### config.mk
export PLATFORM = sky130hd
export DESIGN_NAME = optical_flow_frame_parser
export DESIGN_NICKNAME = d
export VERILOG_FILES = /design/src/rtl/ofp_pkg.sv /design/src/rtl/ofp_parser.sv /design/src/rtl/ofp_accum.sv /design/src/rtl/optical_flow_frame_parser.sv
export SDC_FILE = /design/constraint.sdc
export NUM_CORES = 1
export LEC_CHECK = 0
export ABC_AREA = 0
export BUFFER_PORTS_ARGS = -buffer_cell sky130_fd_sc_hd__clkbuf_2
export CAP_MARGIN = 20
export CORE_MARGIN = 8
export CORE_UTILIZATION = 60
export DETAILED_ROUTE_END_ITERATION = 16
export PLACE_DENSITY_LB_ADDON = 0.3
export SLEW_MARGIN = 15
export SYNTH_ARGS = -nofsm -noshare
export SYNTH_HDL_FRONTEND = slang
export SYNTH_HIERARCHICAL = 1
export SYNTH_SLANG_ARGS = --single-unit
export TNS_END_PERCENT = 5
### constraint.sdc
create_clock -name i_clk -period 6.78 [get_ports i_clk]
set_input_delay 0.678 -clock i_clk [delete_from_list [all_inputs] [get_ports i_clk]]
set_output_delay 0.678 -clock i_clk [all_outputs]
set_load 0.05 [all_outputs]
### src/rtl/ofp_pkg.sv
// Package for the optical-flow frame parser: payload structs, frame constants
// and item kind codes. Used by every module of the block; depends on nothing.
`default_nettype none

package ofp_pkg;

    localparam logic [7:0] START_BYTE  = 8'hFE;
    localparam logic [7:0] SECOND_BYTE = 8'h04;
    localparam logic [7:0] END_BYTE    = 8'hAA;

    // Frame positions of the byte that is expected next.
    localparam logic [3:0] POS_SECOND      = 4'd1;
    localparam logic [3:0] POS_FIRST_STORE = 4'd2;
    localparam logic [3:0] POS_LAST_SUM    = 4'd7;
    localparam logic [3:0] POS_LAST_STORE  = 4'd9;
    localparam logic [3:0] POS_END         = 4'd10;

    // Indexes into the stored frame bytes (frame position minus two).
    localparam logic [2:0] IDX_FX_LO    = 3'd0;
    localparam logic [2:0] IDX_FX_HI    = 3'd1;
    localparam logic [2:0] IDX_FY_LO    = 3'd2;
    localparam logic [2:0] IDX_FY_HI    = 3'd3;
    localparam logic [2:0] IDX_HT_LO    = 3'd4;
    localparam logic [2:0] IDX_HT_HI    = 3'd5;
    localparam logic [2:0] IDX_CHECKSUM = 3'd6;
    localparam logic [2:0] IDX_QUALITY  = 3'd7;

    localparam logic KIND_BYTE  = 1'b0;
    localparam logic KIND_CLEAR = 1'b1;

    typedef struct packed {
        logic       kind;
        logic [7:0] data_byte;
    } t_in;

    typedef struct packed {
        logic signed [15:0] flow_x;
        logic signed [15:0] flow_y;
        logic signed [15:0] height;
        logic        [7:0]  quality;
        logic signed [31:0] total_x;
        logic signed [31:0] total_y;
    } t_out;

    // A decoded frame as the parser reports it in the cycle of its end byte.
    typedef struct packed {
        logic               valid;
        logic signed [15:0] flow_x;
        logic signed [15:0] flow_y;
        logic signed [15:0] height;
        logic        [7:0]  quality;
    } t_frame;

endpackage

`default_nettype wire

### src/rtl/ofp_parser.sv
// Frame hunter of the optical-flow frame parser: position tracking, byte store
// and checksum. Depends on ofp_pkg.
`default_nettype none

module ofp_parser import ofp_pkg::*; (
    input  wire    i_clk,
    input  wire    i_rst_n,
    input  wire    i_accept,
    input  t_in    i_item,
    output t_frame o_frame
);

    logic       r_in_frame, n_in_frame;
    logic [3:0] r_pos, n_pos;
    logic [7:0] r_sum, n_sum;
    logic [7:0] r_bytes [8];
    logic       n_wr_en;
    logic [2:0] n_wr_idx;
    logic       n_valid;
    logic [7:0] w_byte;

    assign w_byte   = i_item.data_byte;
    assign n_wr_idx = 3'(r_pos - POS_FIRST_STORE);

    always_comb begin
        n_in_frame = r_in_frame;
        n_pos      = r_pos;
        n_sum      = r_sum;
        n_wr_en    = 1'b0;
        n_valid    = 1'b0;
        if (i_accept && (i_item.kind == KIND_BYTE)) begin
            if (!r_in_frame) begin
                if (w_byte == START_BYTE) begin
                    n_in_frame = 1'b1;
                    n_pos      = POS_SECOND;
                    n_sum      = 8'd0;
                end
            end else if (r_pos == POS_SECOND) begin
                if (w_byte == SECOND_BYTE) begin
                    n_pos = POS_FIRST_STORE;
                end else begin
                    n_in_frame = 1'b0;
                    n_pos      = 4'd0;
                    n_sum      = 8'd0;
                end
            end else if ((r_pos >= POS_FIRST_STORE) && (r_pos <= POS_LAST_STORE)) begin
                n_wr_en = 1'b1;
                if (r_pos <= POS_LAST_SUM) begin
                    n_sum = r_sum + w_byte;
                end
                n_pos = r_pos + 4'd1;
            end else begin
                // End byte, or a position that should never arise: either way
                // the hunt starts again with the next byte.
                n_valid    = (r_pos == POS_END) && (w_byte == END_BYTE)
                             && (r_sum == r_bytes[IDX_CHECKSUM]);
                n_in_frame = 1'b0;
                n_pos      = 4'd0;
                n_sum      = 8'd0;
            end
        end
    end

    always_ff @(posedge i_clk) begin
        if (!i_rst_n) begin
            r_in_frame <= 1'b0;
            r_pos      <= 4'd0;
            r_sum      <= 8'd0;
        end else begin
            r_in_frame <= n_in_frame;
            r_pos      <= n_pos;
            r_sum      <= n_sum;
        end
    end

    always_ff @(posedge i_clk) begin
        if (n_wr_en) begin
            r_bytes[n_wr_idx] <= w_byte;
        end
    end

    assign o_frame.valid   = n_valid;
    assign o_frame.flow_x  = {r_bytes[IDX_FX_HI], r_bytes[IDX_FX_LO]};
    assign o_frame.flow_y  = {r_bytes[IDX_FY_HI], r_bytes[IDX_FY_LO]};
    assign o_frame.height  = {r_bytes[IDX_HT_HI], r_bytes[IDX_HT_LO]};
    assign o_frame.quality = r_bytes[IDX_QUALITY];

endmodule

`default_nettype wire

### src/rtl/ofp_accum.sv
// Saturating running totals of the negated x and y flow.
// Depends on ofp_pkg.
`default_nettype none

module ofp_accum import ofp_pkg::*; (
    input  wire                i_clk,
    input  wire                i_rst_n,
    input  wire                i_clear,
    input  wire                i_update,
    input  wire signed [15:0]  i_flow_x,
    input  wire signed [15:0]  i_flow_y,
    output logic signed [31:0] o_total_x,
    output logic signed [31:0] o_total_y
);

    logic signed [31:0] r_acc_x, n_acc_x;
    logic signed [31:0] r_acc_y, n_acc_y;
    logic signed [31:0] w_sub_x, w_sub_y;

    function automatic logic signed [31:0] sat_sub(input logic signed [31:0] acc,
                                                   input logic signed [15:0] d);
        logic signed [32:0] diff;
        diff = {acc[31], acc} - {{17{d[15]}}, d};
        if (diff[32] != diff[31]) begin
            sat_sub = diff[32] ? {1'b1, 31'd0} : {1'b0, {31{1'b1}}};
        end else begin
            sat_sub = diff[31:0];
        end
    endfunction

    assign w_sub_x = sat_sub(r_acc_x, i_flow_x);
    assign w_sub_y = sat_sub(r_acc_y, i_flow_y);

    always_comb begin
        n_acc_x = r_acc_x;
        n_acc_y = r_acc_y;
        if (i_clear) begin
            n_acc_x = 32'sd0;
            n_acc_y = 32'sd0;
        end else if (i_update) begin
            n_acc_x = w_sub_x;
            n_acc_y = w_sub_y;
        end
    end

    always_ff @(posedge i_clk) begin
        if (!i_rst_n) begin
            r_acc_x <= 32'sd0;
            r_acc_y <= 32'sd0;
        end else begin
            r_acc_x <= n_acc_x;
            r_acc_y <= n_acc_y;
        end
    end

    // Results carry the totals after this frame's update.
    assign o_total_x = n_acc_x;
    assign o_total_y = n_acc_y;

endmodule

`default_nettype wire

### src/rtl/optical_flow_frame_parser.sv
// Top level of the optical-flow serial frame parser: frame hunter, running
// totals and a two-entry output buffer. Depends on ofp_pkg, ofp_parser, ofp_accum.
`default_nettype none

//  channel | direction | payload | handshake
//  --------+-----------+---------+----------------------------------
//  in      | input     | t_in    | i_in_valid / o_in_stall
//  out     | output    | t_out   | o_out_valid / i_out_stall
//
// One item is taken in every cycle unless the input stalls. The result of a
// good frame is registered in the main register, or in the skid register.
// Reset is synchronous and active low; it clears the hunt state, the checksum
// and the totals, and empties the output buffer. Stored frame bytes are not reset.
// The output side has a main register and a skid register, so a transfer is
// taken while a result waits; the input stalls only when both are occupied.

module optical_flow_frame_parser import ofp_pkg::*; (
    input  wire  i_clk,
    input  wire  i_rst_n,
    input  wire  i_in_valid,
    input  t_in  i_in_data,
    output logic o_in_stall,
    output logic o_out_valid,
    output t_out o_out_data,
    input  wire  i_out_stall
);

    logic   w_accept;
    t_frame w_frame;
    logic   w_clear;
    t_out   w_result;
    logic   w_take;

    logic r_out_valid, n_out_valid;
    logic r_skid_valid, n_skid_valid;
    t_out r_out, n_out;
    t_out r_skid, n_skid;

    // The skid register is only ever full while the input is stalled, so an
    // accepted item always finds room for its result.
    assign o_in_stall = r_skid_valid;
    assign w_accept   = i_in_valid && !r_skid_valid;
    assign w_clear    = w_accept && (i_in_data.kind == KIND_CLEAR);

    ofp_parser u_parser (
        .i_clk    (i_clk),
        .i_rst_n  (i_rst_n),
        .i_accept (w_accept),
        .i_item   (i_in_data),
        .o_frame  (w_frame)
    );

    ofp_accum u_accum (
        .i_clk     (i_clk),
        .i_rst_n   (i_rst_n),
        .i_clear   (w_clear),
        .i_update  (w_frame.valid),
        .i_flow_x  (w_frame.flow_x),
        .i_flow_y  (w_frame.flow_y),
        .o_total_x (w_result.total_x),
        .o_total_y (w_result.total_y)
    );

    assign w_result.flow_x  = w_frame.flow_x;
    assign w_result.flow_y  = w_frame.flow_y;
    assign w_result.height  = w_frame.height;
    assign w_result.quality = w_frame.quality;

    assign w_take = r_out_valid && !i_out_stall;

    always_comb begin
        n_out_valid  = r_out_valid;
        n_skid_valid = r_skid_valid;
        n_out        = r_out;
        n_skid       = r_skid;
        if (w_take) begin
            // Move a waiting result forward, or empty the main register.
            n_out       = r_skid;
            n_out_valid = r_skid_valid;
            n_skid_valid = 1'b0;
        end
        if (w_frame.valid) begin
            if (!r_out_valid || w_take) begin
                n_out       = w_result;
                n_out_valid = 1'b1;
            end else begin
                n_skid       = w_result;
                n_skid_valid = 1'b1;
            end
        end
    end

    always_ff @(posedge i_clk) begin
        if (!i_rst_n) begin
            r_out_valid  <= 1'b0;
            r_skid_valid <= 1'b0;
        end else begin
            r_out_valid  <= n_out_valid;
            r_skid_valid <= n_skid_valid;
        end
    end

    always_ff @(posedge i_clk) begin
        r_out  <= n_out;
        r_skid <= n_skid;
    end

    assign o_out_valid = r_out_valid;
    assign o_out_data  = r_out;

endmodule

`default_nettype wire
Word-level counts from Yosys, hierarchy flattened

Memory sizes are Yosys's and may differ from the RTL's.
Index checks and enable logic that the tools add are counted.
Widths: inputs -> output; s select.

Memory bits (writable): 64
Latch bits: 0
ROM bits: 0
Output and inout bits: 122
Memories kept: 1
Logic and storage cells: 97
Bits of input ports: 13
Bits in registers: 319

Memories:

| memory           | words | width | rd ports | clocked after Yosys merged registers in | write ports | line             | source |
|---|---|---|---|---|---|---|---|
| u_parser.r_bytes | 8     | 8     | 8        | 0                                       | 1           | ofp_parser.sv:16 | `logic [7:0] r_bytes [8];` |

Mux-type cells: 42
Shift operators: 0
$mul: 0
Bitwise gates (word level): 2
Equal/unequal tests: 10
$lt $le $gt $ge: 3
$add $sub $neg: 5
Reduce and logical (&&, ||, !) cells: 15
Div/mod/pow operators: 0

Operator list:

| kind                | number |
|---|---|
| $mux 120            | 3 |
| $mux 32             | 8 |
| $sub 32x16->33      | 2 |
| $mux 8              | 6 |
| $mux 1              | 20 |
| $eq 8x8->1 const B  | 2 |
| $mux 4              | 4 |
| $add 8x8->8         | 1 |
| $eq 8x3->1 const B  | 1 |
| $eq 8x8->1          | 1 |
| $logic_and 1x1->1   | 7 |
| $add 4x1->4 const B | 1 |
| $eq 4x1->1 const B  | 1 |
| $eq 4x4->1 const B  | 1 |
| $ge 4x2->1 const B  | 1 |
| $le 4x3->1 const B  | 1 |
| $le 4x4->1 const B  | 1 |
| $ne 4x4->1 const B  | 1 |
| $reduce_and 2->1    | 2 |
| $reduce_and 4->1    | 1 |
| $logic_not 1->1     | 3 |
| $ne 3x3->1 const B  | 1 |
| $sub 3x2->3 const B | 1 |
| $mux 2              | 1 |
| other kinds (4)     | 6 |

Depth between registers and ports, before layout

Gate-level depths: netlist of the first run.

Word-level depth: 11
Mapped depth: 17
Gate-level depth less buffers: 15

Cells and area by module

The synthesis of the first run kept the hierarchy.

Modules (own cells, without submodules):

| module                    | cells each | times used | area an instance (sq um) |
|---|---|---|---|
| optical_flow_frame_parser | 931        | 1          | 10346.2 |
| ofp_accum                 | 948        | 1          | 7288.2 |
| ofp_parser                | 211        | 1          | 3091.7 |

Worst setup path before layout of the first run

Ideal clock, no wire load.

Path kind: flip-flop to flip-flop
Start: register u_parser.r_pos[1]
End: register r_skid[0] (netlist bit) (enable)
Stages on the path, launching flop included: 14
Path buffers: 6
Setup time: 0.494 ns
Slack: 1.029 ns
Arrival time: 5.258 ns
Path through: dfxtp_1 -> buf_2 -> inv_1 -> ha_1 -> o21ai_0 -> nand4_1 -> or4_1 -> nor4_1 -> buf_4 -> buf_6 -> buf_6 -> buf_6 -> buf_6 -> and3_1

Word-level cells in the longest chain between the ends: 8

RTL lines:

| item                                                               | line                             | source |
|---|---|---|
| start: declaration                                                 | ofp_parser.sv:14                 | `logic [3:0] r_pos, n_pos;` |
| start signal: assignment                                           | ofp_parser.sv:71                 | `r_pos <= n_pos;` |
| parallel branches: the longest is 4 deep, another holds $ge 4x2->1 | --                               |  |
| $mux 1 (*)                                                         | ofp_parser.sv:38                 | `end else if (r_pos == POS_SECOND) begin` |
| $mux 1 (*)                                                         | ofp_parser.sv:32                 | `if (!r_in_frame) begin` |
| $mux 1 (*)                                                         | ofp_parser.sv:31                 | `if (i_accept && (i_item.kind == KIND_BYTE)) begin` |
| named net u_parser.n_valid                                         | ofp_parser.sv:19                 | `logic n_valid;` |
| $reduce_and 2->1 (no source line) (*)                              | --                               |  |
| end signal: assignment                                             | optical_flow_frame_parser.sv:105 | `r_skid <= n_skid;` |
| end: declaration                                                   | optical_flow_frame_parser.sv:37  | `t_out r_skid, n_skid;` |

Mark *: on every way through the listed nets, which the timed path passes.
A chain may end at the register's enable or synchronous reset.

==> summary.txt, run 1 <==
Power and ir drop
  • Sw Share: between 20% and 30%
  • Maximum VDD drop: 0.180 mV
  • Net Sw Power: 0.956 mW
  • Comb pwr share: 1.1%
  • Seq pwr share: 52.4%
  • Clock power frac: around 47%
  • Power Dens Cells: ~200 mW/mm^2
  • Pwr Total: 4.59 mW
  • P_leak: ~7.5 nW
  • Internal power: 3.64 mW

Placed design
  • Dpl hpwl: about 35 mm
  • Setup WS pre-CTS: 1.77 ns
  • GPL Wtd Cong: roughly 0.9
  • Number of port buffers: 134

Setup path
  • Setup CP Type: register to register
  • FF-to-FF path depth: 13
  • Critical Path Start: u_parser/r_pos[1]$_SDFFE_PN0P_
  • Critical Path Source Type: register
  • Critical Path Sink: o_out_data[35]$_DFF_P_
  • R2R Path Start: u_parser/r_pos[1]$_SDFFE_PN0P_
  • Critical path endpoint category: register
  • Worst Path Max Fanout: 243
  • R2r endpoint: o_out_data[35]$_DFF_P_
  • Req. time, crit path: 7.23 ns
  • Crit path DAT: 5.58 ns
  • FF-to-FF setup slack: 1.65 ns

GRT
  • Grt ovf: 0
  • Met1 GRT Util: 31.5%
  • Gr usage total: between 20% and 30%
  • Initial antenna violation count: 0
  • First-pass GRT wire length: between 80 and 90 mm
  • Met2 GRT Util: 42.4%
  • Met3 Use GR: under 10%
  • Gr busiest metal: met2
  • Largest net degree at the start of global routing: about 240
  • Vias in the first global route: 15800

Yosys
  • Synth Cell Area: 0.0207 sq mm
  • Top post-synthesis cells by area: edfxtp_1 (27%), dfxtp_1 (19%), o211ai_1 (8.1%), ha_1 (4.5%), nand2b_1 (3.9%)
  • EDFF count, synth: ~180
  • Ys async rst share: 0%
  • Post-Syn Instances: about 2100
  • Most common cell in the netlist: o211ai_1
  • Yosys reg bits: approximately 380
  • Primary FF master, synth: dfxtp_1
  • Syn_nets: 2181
  • Post-Syn Area per Cell: 9.92 sq um
  • Post-synth cell types: 94
  • Syn. warnings: 6
  • Seq/Total Area, Yosys: between 40% and 50%
  • Top cells by count, synth: o211ai_1 (223), dfxtp_1 (199), nand2_1 (195)
  • Post-synth top area cell: edfxtp_1
  • Post-synth top area share: between 20% and 30%

Finish
  • Layout area overhead: 8.51%
  • Number of diodes: 0
  • Share of cells above drive strength 1: 14.5%
  • Fill cell count: roughly 2700
  • Nets@finish: 2220
  • Finished Core Util: 65.6%

Worst hold path
  • Hold path depth: 0
  • Hold crit path type: register to register

Floorplanning
  • # rows: 68
  • Die footprint: roughly 0.04 sq mm
  • CORE AREA: 0.0343 sq mm
  • Die width: 202 um
  • IO Count: 135
  • Die H: 202 um
  • Initial core utilization: 60.4%

STA
  • Final setup fails: 0
  • Relative slew margins: 25.6%
  • Clock skew: 0.0120 ns
  • Hold Fails Final Rpt: 0
  • Unrepaired setup endpoints after global routing: no
  • Max Clock Freq: 195 MHz
  • Final Slew Violations: 0
  • Setup total negative slack: 0 ns
  • Tcrit/Tclk final: between 70% and 80%
  • Worst-Margin Slew: 1.12 ns
  • Setup WS post-layout: 1.65 ns
  • Final min period: between 5 and 6 ns
  • Worst hold slack: 0.436 ns

Clock tree
  • CTS tree: yes
  • Clock sink count: 383
  • H-tree Lvls: 2
  • Worst-Skew Late Latency: 0.55 ns
  • CTS max path bufs: 3
  • Post-CTS Resized: 0
  • Hold-fix buffers, CTS: 0
  • Root buffer cell: clkbuf_16
  • Post-CTS Setup Bufs: 0
  • CTS Buf Count: 41
  • Worst-path clk slew: 0.06 ns

Drt
  • Drt drc: 0
  • Vias: 16300
  • Pre-antenna DRT Iters: 5
  • Via density: 6.24
  • ANT nets after route: 0
  • Detailed Route Iter0 Violations: 1235
  • Routed Wire Length: 52.4 mm
  • Routed wire per std cell: about 20 um

Run
  • Max cap viols: 0

Status
  • Status: completed
## routing by layer
| metal | vias up | part of all wire, % |
|---|---|---|
| li1 | 7915 | - |
| met1 | 7872 | 43 |
| met2 | 440 | 49 |
| met3 | 100 | 4.9 |
| met4 | 0 | 3.4 |
| met5 | - | 0 |
## registers in the layout, indices dropped and copies added, names as in the netlist, named ones only
| signal | cells |
|---|---|
| u_parser/r_pos | 4 |
| u_accum/r_acc_x | 32 |
| u_accum/r_acc_y | 32 |
| o_out_data | 120 |
| r_skid | 120 |
| o_out_valid | 1 |
| u_parser/r_sum | 8 |
| u_parser/r_in_frame | 1 |
| u_parser/r_bytes | 64 |
## placed cells by master (no fill, tap or decap), drive strengths merged, types with 11 or more instances in the layout
cell      n
nor2b    29
a21oi   107
o21a     15
inv      66
o21bai   11
nand2   196
nand4    24
nand3    21
xor2     27
a211oi   38
o211ai  253
a311oi   56
ha       75
edfxtp  184
o21ai   165
xnor2    41
dfxtp   199
clkbuf  198
nor2    120
a21o     25
a31oi    21
buf      12
nor3     31
nand2b  130
## layout make-up
cell class | instances | area [sq um] | share of cell area [%]
clock inverters | 11 | 115 | 0.512
repair buffers | 146 | 783 | 3.48
multi-input cells | 1493 | 10100 | 45.0
clock buffers | 64 | 1150 | 5.13
inverters | 64 | 240 | 1.07
well taps | 455 | 569 | 2.53
flip-flops and latches | 383 | 9510 | 42.3
## power by group through the flow
stage / Sequential, mW / Combinational [mW] / Clock [mW]
2_1_floorplan: 2.46 / 0.0278 / 0
5_1_grt: 2.41 / 0.0539 / 2.26
3_3_place_gp: 2.46 / 0.0506 / 0
4_1_cts: 2.41 / 0.0513 / 2.17
3_5_place_dp: 2.46 / 0.0511 / 0
6_report: 2.41 / 0.0516 / 2.13
## cells by family (layout without fill, tap and decap cells)
group | after synthesis | in the layout | synth area share [%]
compound gates | 739 | 739 | 26.0
flops | 383 | 383 | 45.9
fa+ha+maj | 80 | 80 | 4.91
xor+xnor | 68 | 68 | 2.87
buf+inv | 214 | 285 | 5.45
mux | 5 | 5 | 0.266
simple gates | 601 | 601 | 14.6
## worst max-delay path, cell delays in order, from the launching register on
cell	delay, ns
dfxtp_1	0.52
inv_1	0.15
ha_1	0.27
o21ai_0	0.29
nand4_1	0.14
or4_1	0.45
nor4_2	0.46
buf_12	0.72
buf_4	0.83
nor2_1	0.18
a311oi_2	0.36
nand2b_1	0.19
o21ai_0	0.12
o211ai_1	0.24
## worst min path at each step
stage,to,slack (ns),startpoint
after floorplan,r_skid[64]$_DFFE_PP_,0.42,u_parser/r_bytes[7][0]$_DFFE_PP_
after global placement,r_skid[73]$_DFFE_PP_,0.42,u_parser/r_bytes[4][1]$_DFFE_PP_
after detailed placement,r_skid[76]$_DFFE_PP_,0.43,u_parser/r_bytes[4][4]$_DFFE_PP_
after CTS,r_skid[76]$_DFFE_PP_,0.44,u_parser/r_bytes[4][4]$_DFFE_PP_
after global routing,r_skid[76]$_DFFE_PP_,0.45,u_parser/r_bytes[4][4]$_DFFE_PP_
final,r_skid[65]$_DFFE_PP_,0.44,u_parser/r_bytes[7][1]$_DFFE_PP_
## per-stage QoR
step	instance area [sq um]	instances
after global placement	21200	2540
after detailed placement	21200	2541
after floorplan	20700	2090
after CTS	22500	2616
final	22500	2616
after global routing	22500	2616
Note: power is estimated with default switching activity, not from simulation.
==> run 2: changes to the inputs <==
--- a/config.mk
+++ b/config.mk
@@ -5,7 +5,7 @@
 export SDC_FILE = /design/constraint.sdc
 export NUM_CORES = 1
 export LEC_CHECK = 0
-export ABC_AREA = 0
+export ABC_AREA = 1
 export BUFFER_PORTS_ARGS = -buffer_cell sky130_fd_sc_hd__clkbuf_2
 export CAP_MARGIN = 20
 export CORE_MARGIN = 8
==> constraint.sdc (replaced) <==
create_clock -name i_clk -period 5.2 [get_ports i_clk]
set_input_delay 0.52 -clock i_clk [delete_from_list [all_inputs] [get_ports i_clk]]
set_output_delay 0.52 -clock i_clk [all_outputs]
set_load 0.05 [all_outputs]
==> run 2 against run 1 <==
Area after synthesis grew 0.28%. Setup slack got worse by 0.27 ns. Cell count grew 28%. Highest routed layer unchanged.
==> summary.txt, run 2 <==
Status
  • Status: completed

GRT
  • First-pass GRT wire length: 88.4 mm
  • Largest net degree at the start of global routing: 80
  • Initial antenna violation count: 0
  • Gr usage total: around a quarter
  • Grt ovf: 0
  • Vias in the first global route: 17700

STA
  • Final setup fails: 0
  • Clock skew: about 0.043 ns
  • Tcrit/Tclk final: around three quarters
  • Final Slew Violations: 0
  • Setup total negative slack: 0 ns
  • Relative slew margins: 35.4%
  • Final min period: 3.81 ns
  • Worst hold slack: 0.289 ns
  • Unrepaired setup endpoints after global routing: no
  • Worst-Margin Slew: 0.969 ns
  • Hold Fails Final Rpt: 0
  • Max Clock Freq: roughly 260 MHz

Floorplanning
  • Initial core utilization: between 60% and 70%
  • IO Count: between 100 and 150
  • # rows: 68
  • Die footprint: 0.0409 sq mm
  • CORE AREA: 0.0343 sq mm
  • Die H: 202 um
  • Die width: 202 um

Drt
  • Pre-antenna DRT Iters: 6
  • Vias: 17800
  • Top routing layer in use: met4
  • Routed wire per std cell: 16.4 um
  • Detailed Route Iter0 Violations: 1383
  • Via density: between 5 and 6
  • M1 WL: 23.0 mm
  • Routed length on met2: 26.8 mm
  • Drt drc: 0
  • Met3 WL post-DR: around 3.0 mm
  • ANT nets after route: 0
  • Routed Wire Length: between 50 and 60 mm

Setup path
  • Critical Path Source Type: register
  • Slowest CP cell: inv_1
  • Crit path DAT: 4.11 ns
  • Crit-path cells: inv_1 > ha_1 > nand2_1 > inv_1 > nand2_1 > nand2_1 > nand2_1 > nand2_1 > a21oi_1 > nand2_1 > nand2_1 > nand2_1 > nand2_1 > buf_4 > nand3_1 > nand3_1 > inv_1
  • Critical path endpoint category: register
  • Critical Path Max Stage Delay: ~0.51 ns
  • CP dominant cell by count: nand2_1
  • Req. time, crit path: 5.50 ns
  • FF-to-FF path depth: 17
  • Setup CP Type: register to register
  • Worst Path Max Fanout: 17

Finish
  • Most common cell after layout, fill and taps aside: nand2_1
  • Layout area overhead: 10.3%
  • Number of diodes: 0
  • Nets@finish: ~3000
  • Most frequent cells in the layout: nand2_1 (737), inv_1 (464), nand3_1 (354)
  • Share of cells above drive strength 1: 10.2%
  • Fill cell count: 2908

Yosys
  • Syn. warnings: 6
  • Post-synth top area share: 26.6%
  • Most common cell in the netlist: nand2_1
  • Primary FF master, synth: dfxtp_1
  • Top cells by count, synth: nand2_1 (738), inv_1 (465), nand3_1 (354)
  • Post-Syn Area per Cell: roughly 7.5 sq um
  • Post-synth top area cell: edfxtp_1
  • Seq/Total Area, Yosys: a little under half
  • Syn_nets: ~2900
  • Ys async rst share: 0%
  • Post-synth cell types: 45
  • Yosys reg bits: approximately 380
  • Synth Cell Area: 0.0208 sq mm
  • Top post-synthesis cells by area: edfxtp_1 (27%), dfxtp_1 (19%), nand2_1 (13%), nand3_1 (8.5%), inv_1 (8.4%)
  • Post-Syn Instances: 2762
  • EDFF count, synth: ~180

Placed design
  • Number of port buffers: 134
  • Dpl hpwl: about 37 mm
  • GPL Wtd Cong: 0.951

Clock tree
  • Worst-path clk slew: around 0.060 ns
  • CTS tree: yes
  • Root buffer cell: clkbuf_16
  • Hold-fix buffers, CTS: 0
  • CTS max path bufs: 3
  • H-tree Lvls: 2
  • CTS Buf Count: 40
  • Worst-Skew Late Latency: 0.57 ns
  • Post-CTS Setup Bufs: 0
  • Clock sink count: 383
  • Post-CTS Resized: 0

Power and ir drop
  • Power Dens Cells: around 260 mW/mm^2
  • P_leak: about 12 nW
  • Pwr Total: 6.03 mW
  • Maximum VDD drop: 0.261 mV

Run
  • Max cap viols: 0

Worst hold path
  • Hold crit path type: primary input to register
  • Hold path depth: 3
-- run 2: power breakdown --
group	internal, mW	total (mW)	switching, mW
Sequential	3.15	3.15	0.00636
Clock	1.52	2.73	1.21
Combinational	0.0255	0.142	0.117
Total	4.69	6.03	1.34
-- run 2: kinds of logic (layout without fill, tap and decap cells) --
logic type      after synthesis  count (layout)  synth area share [%]
flops                       383             383                  45.8
fa+ha+maj                    78              78                  4.80
xor+xnor                     58              58                  2.44
simple gates               1509            1509                  31.7
compound gates              154             154                  4.13
buf+inv                     580             701                  11.2
-- run 2: worst paths after layout --
check,from,to,slack [ns]
worst max-delay path,u_parser/r_bytes[1][7]$_DFFE_PP_,r_skid[35]$_DFFE_PP_,1.39
worst min-delay path,i_rst_n,o_out_valid$_SDFF_PN0_,0.29
worst max register to register,u_parser/r_bytes[1][7]$_DFFE_PP_,r_skid[35]$_DFFE_PP_,1.39
worst min register to register,u_parser/r_bytes[4][0]$_DFFE_PP_,r_skid[72]$_DFFE_PP_,0.44
-- run 2: layout make-up --
cell class / count / area, sq um / share of cell area [%]
flip-flops and latches: 383 / 9510 / 41.5
multi-input cells: 1799 / 8980 / 39.1
inverters: 478 / 1800 / 7.86
clock buffers: 50 / 1100 / 4.80
repair buffers: 149 / 808 / 3.52
well taps: 455 / 569 / 2.48
clock inverters: 24 / 163 / 0.709
-- run 2: critical path, delay by kind of cell (launching register included) --
kind	cells	cell delay, ns
buffers and inverters	4	0.98
DFF	1	0.43
adders and majority gates	1	0.40
AOI/OAI and AO/OA	1	0.23
and+or+nand+nor	11	1.49
-- run 2: metrics by stage --
| stage | worst slack [ns] | utilization [%] | cells | area, sq um |
|---|---|---|---|---|
| 6_report | 1.39 | 66.9 | 3338 | 22900 |
| 3_3_place_gp | 1.58 | 63.2 | 3264 | 21700 |
| 4_1_cts | 1.47 | 66.9 | 3338 | 22900 |
| 2_1_floorplan | 0.157 | - | 2762 | 20800 |
| 3_5_place_dp | 1.47 | 63.2 | 3264 | 21700 |
| 5_1_grt | 1.05 | 66.9 | 3338 | 22900 |
-- run 2: metal layers --
| metal | global-route usage [%] | vias up |
|---|---|---|
| li1 | - | 8882 |
| met1 | 32.3 | 8237 |
| met2 | 46.2 | 534 |
| met3 | 3.47 | 105 |
| met4 | 9.56 | 0 |
| met5 | 0 | - |
==> run 3: changes to the inputs <==
--- a/config.mk
+++ b/config.mk
@@ -5,7 +5,7 @@
 export SDC_FILE = /design/constraint.sdc
 export NUM_CORES = 1
 export LEC_CHECK = 0
-export ABC_AREA = 1
+export ABC_AREA = 0
 export BUFFER_PORTS_ARGS = -buffer_cell sky130_fd_sc_hd__clkbuf_2
 export CAP_MARGIN = 20
 export CORE_MARGIN = 8
==> constraint.sdc (replaced) <==
create_clock -name i_clk -period 4 [get_ports i_clk]
set_input_delay 0.4 -clock i_clk [delete_from_list [all_inputs] [get_ports i_clk]]
set_output_delay 0.4 -clock i_clk [all_outputs]
set_load 0.05 [all_outputs]
==> run 3 against run 2 <==
Register-to-register slack worse by 1.2 ns. Clock power increased by 39%. Sequential share of layout area down 0.87 points. Clock skew is 0.0013 ns higher. Power up 32%. Setup slack lost 1.2 ns. Highest routed layer unchanged. Wire length down 0.31%. Maximum frequency shrank 0.28%. First-iteration DRC count fell by 2.2%.
==> summary.txt, run 3 (synthesized netlist as in run 1, its figures left out) <==
Setup path
  • Critical Path Source Type: register
  • R2r endpoint: o_out_data[59]$_DFF_P_
  • R2R Path Start: u_parser/r_bytes[1][0]$_DFFE_PP_
  • Req. time, crit path: 4.50 ns
  • FF-to-FF path depth: 14
  • Crit path DAT: roughly 4.3 ns
  • Slowest CP cell: or3b_4
  • Crit-path cells: inv_1 > ha_1 > a21oi_1 > o211ai_1 > a21oi_1 > nand2_1 > a31o_2 > nand4_4 > or3b_4 > buf_4 > a211oi_1 > nand2b_1 > o21ai_0 > o211ai_1
  • Critical Path Max Stage Delay: around 0.50 ns
  • Critical path endpoint category: register
  • Setup CP Type: register to register
  • FF-to-FF setup slack: around 0.18 ns
  • CP Buf/Inv Count: 2
  • Top Family by Delay on Critical Path: compound AO/OA/AOI/OAI gates
  • Worst Path Max Fanout: 10

Finish
  • Final std cell area, no fill: 0.0234 sq mm
  • Nets@finish: approximately 2300
  • Share of cells above drive strength 1: 18.3%
  • Layout area overhead: 13.0%
  • Most frequent cells in the layout: o211ai_1 (223), dfxtp_1 (198), nand2_1 (195)
  • Number of diodes: 0
  • Most common cell after layout, fill and taps aside: o211ai_1
  • Finished Core Util: 68.3%

Drt
  • Via density: 6.26
  • ANT nets after route: 0
  • Pre-antenna DRT Iters: 6
  • Vias: 16900
  • Detailed Route Iter0 Violations: 1353
  • Drt drc: 0
  • Routed Wire Length: 54.5 mm
  • Routed wire per std cell: approximately 20 um

Floorplanning
  • Die width: 202 um
  • # rows: 68
  • Die footprint: 0.0407 sq mm
  • CORE AREA: ~0.034 sq mm
  • IO Count: 135
  • Die H: between 200 and 250 um
  • Initial core utilization: 60.4%

Worst hold path
  • Hold-critical path endpoint: u_parser/r_pos[3]$_SDFFE_PN0P_
  • Hold path depth: 2
  • Hold_sp: i_rst_n
  • Hold crit path type: primary input to register

STA
  • Clock skew: approximately 0.044 ns
  • Final min period: 3.82 ns
  • Max Clock Freq: roughly 260 MHz
  • Unrepaired setup endpoints after global routing: yes
  • Hold Fails Final Rpt: 0
  • Setup WS post-layout: 0.178 ns
  • Final setup fails: 0
  • Worst hold slack: 0.181 ns
  • Tcrit/Tclk final: 95.6%
  • Final Slew Violations: 0
  • Worst-Margin Slew: ~1.0 ns
  • Relative slew margins: 30.7%

Power and ir drop
  • Pwr Total: 7.99 mW
  • Maximum VDD drop: 0.319 mV
  • Power Dens Cells: approximately 340 mW/mm^2
  • P_leak: 7.97 nW

GRT
  • Initial antenna violation count: 0
  • First-pass GRT wire length: ~86 mm
  • Vias in the first global route: 16600
  • Gr usage total: 25.6%
  • Largest net degree at the start of global routing: 122
  • Grt ovf: 0

Placed design
  • Setup WS pre-CTS: -0.0832 ns
  • Dpl hpwl: 36.7 mm
  • GPL Wtd Cong: 0.932
  • Number of port buffers: 134
  • Dpl cell area: 0.0219 sq mm

Clock tree
  • Root buffer cell: clkbuf_16
  • Clock sink count: 383
  • CTS Buf Count: 40
  • H-tree Lvls: 2
  • CTS max path bufs: 3
  • Worst-path clk slew: 0.06 ns
  • Worst-Skew Late Latency: 0.59 ns
  • CTS tree: yes
  • Hold-fix buffers, CTS: 0

Run
  • Max cap viols: 0

Status
  • Status: completed
run 3: changes by cell type in the layout (fill, tap and decap cells not counted), sizes merged, moves of 124 or more:
cell,before,now
o211ai,2,253
nand3,356,21
nand2,765,196
nor2,310,120
inv,478,65
o21ai,41,165
nand2b,0,130
run 3: cell type report:
type                       count  area, sq um
clock buffer                  56         1140
clock inverter                17          211
fill                        2657        10900
inverter                      64          240
multi-input combinational   1494        10200
sequential                   383         9510
tap                          455          569
timing repair buffer         227         1570
run 3: worst max-delay path by stage:
stage / from / to / slack (ns) / cells past startpoint
finish: u_parser/r_bytes[1][0]$_DFFE_PP_ / o_out_data[59]$_DFF_P_ / 0.18 / 14
global route: u_parser/r_bytes[0][2]$_DFFE_PP_ / o_out_data[38]$_DFF_P_ / -0.01 / 13
CTS: u_parser/r_pos[0]$_SDFFE_PN0P_ / o_out_data[46]$_DFF_P_ / 0.007 / 14
detailed placement: u_parser/r_pos[0]$_SDFFE_PN0P_ / o_out_data[59]$_DFF_P_ / -0.08 / 13
global placement: u_parser/r_pos[0]$_SDFFE_PN0P_ / o_out_data[59]$_DFF_P_ / -0.06 / 13
floorplan: u_parser/r_pos[1]$_SDFFE_PN0P_ / r_skid[0]$_DFFE_PP_ / 0.19 / 13
run 3: metal layers:
layer | GRT usage [%] | vias up | wire, um
met1 | 31.4 | 8230 | 22600
met3 | 3.33 | 114 | 2570
li1 | - | 8057 | -
met2 | 44.6 | 484 | 27300
met4 | 11.6 | 0 | 2020
met5 | 0 | - | 0
run 3: through the flow:
stage | std cells | TNS (ns)
after floorplan | 2090 | 0
after global placement | 2608 | -0.0761
after detailed placement | 2608 | -0.123
after CTS | 2681 | 0
after global routing | 2696 | -0.0124
final | 2696 | 0
run 3: worst reg2reg max path, delay by kind of cell (launching register included):
kind	cells	cell delay [ns]
fa+ha+maj	1	0.30
buf+inv	2	0.32
compound gates	7	1.71
simple gates	4	1.01
flops	1	0.39
run 3: repair_timing:
item                                    CTS  global route
endpoints found under the setup margin    4            91
cloned                                    0             2
resized for setup                         2            14
pin swaps                                 0             2
setup buffers                             0            13
run 3: power breakdown:
part	switching (mW)	total, mW	leakage, nW	internal (mW)
registers	0.0000401	4.08	3.12	4.08
logic	0.0766	0.109	4.19	0.0322
clock network	1.59	3.80	0.660	2.21
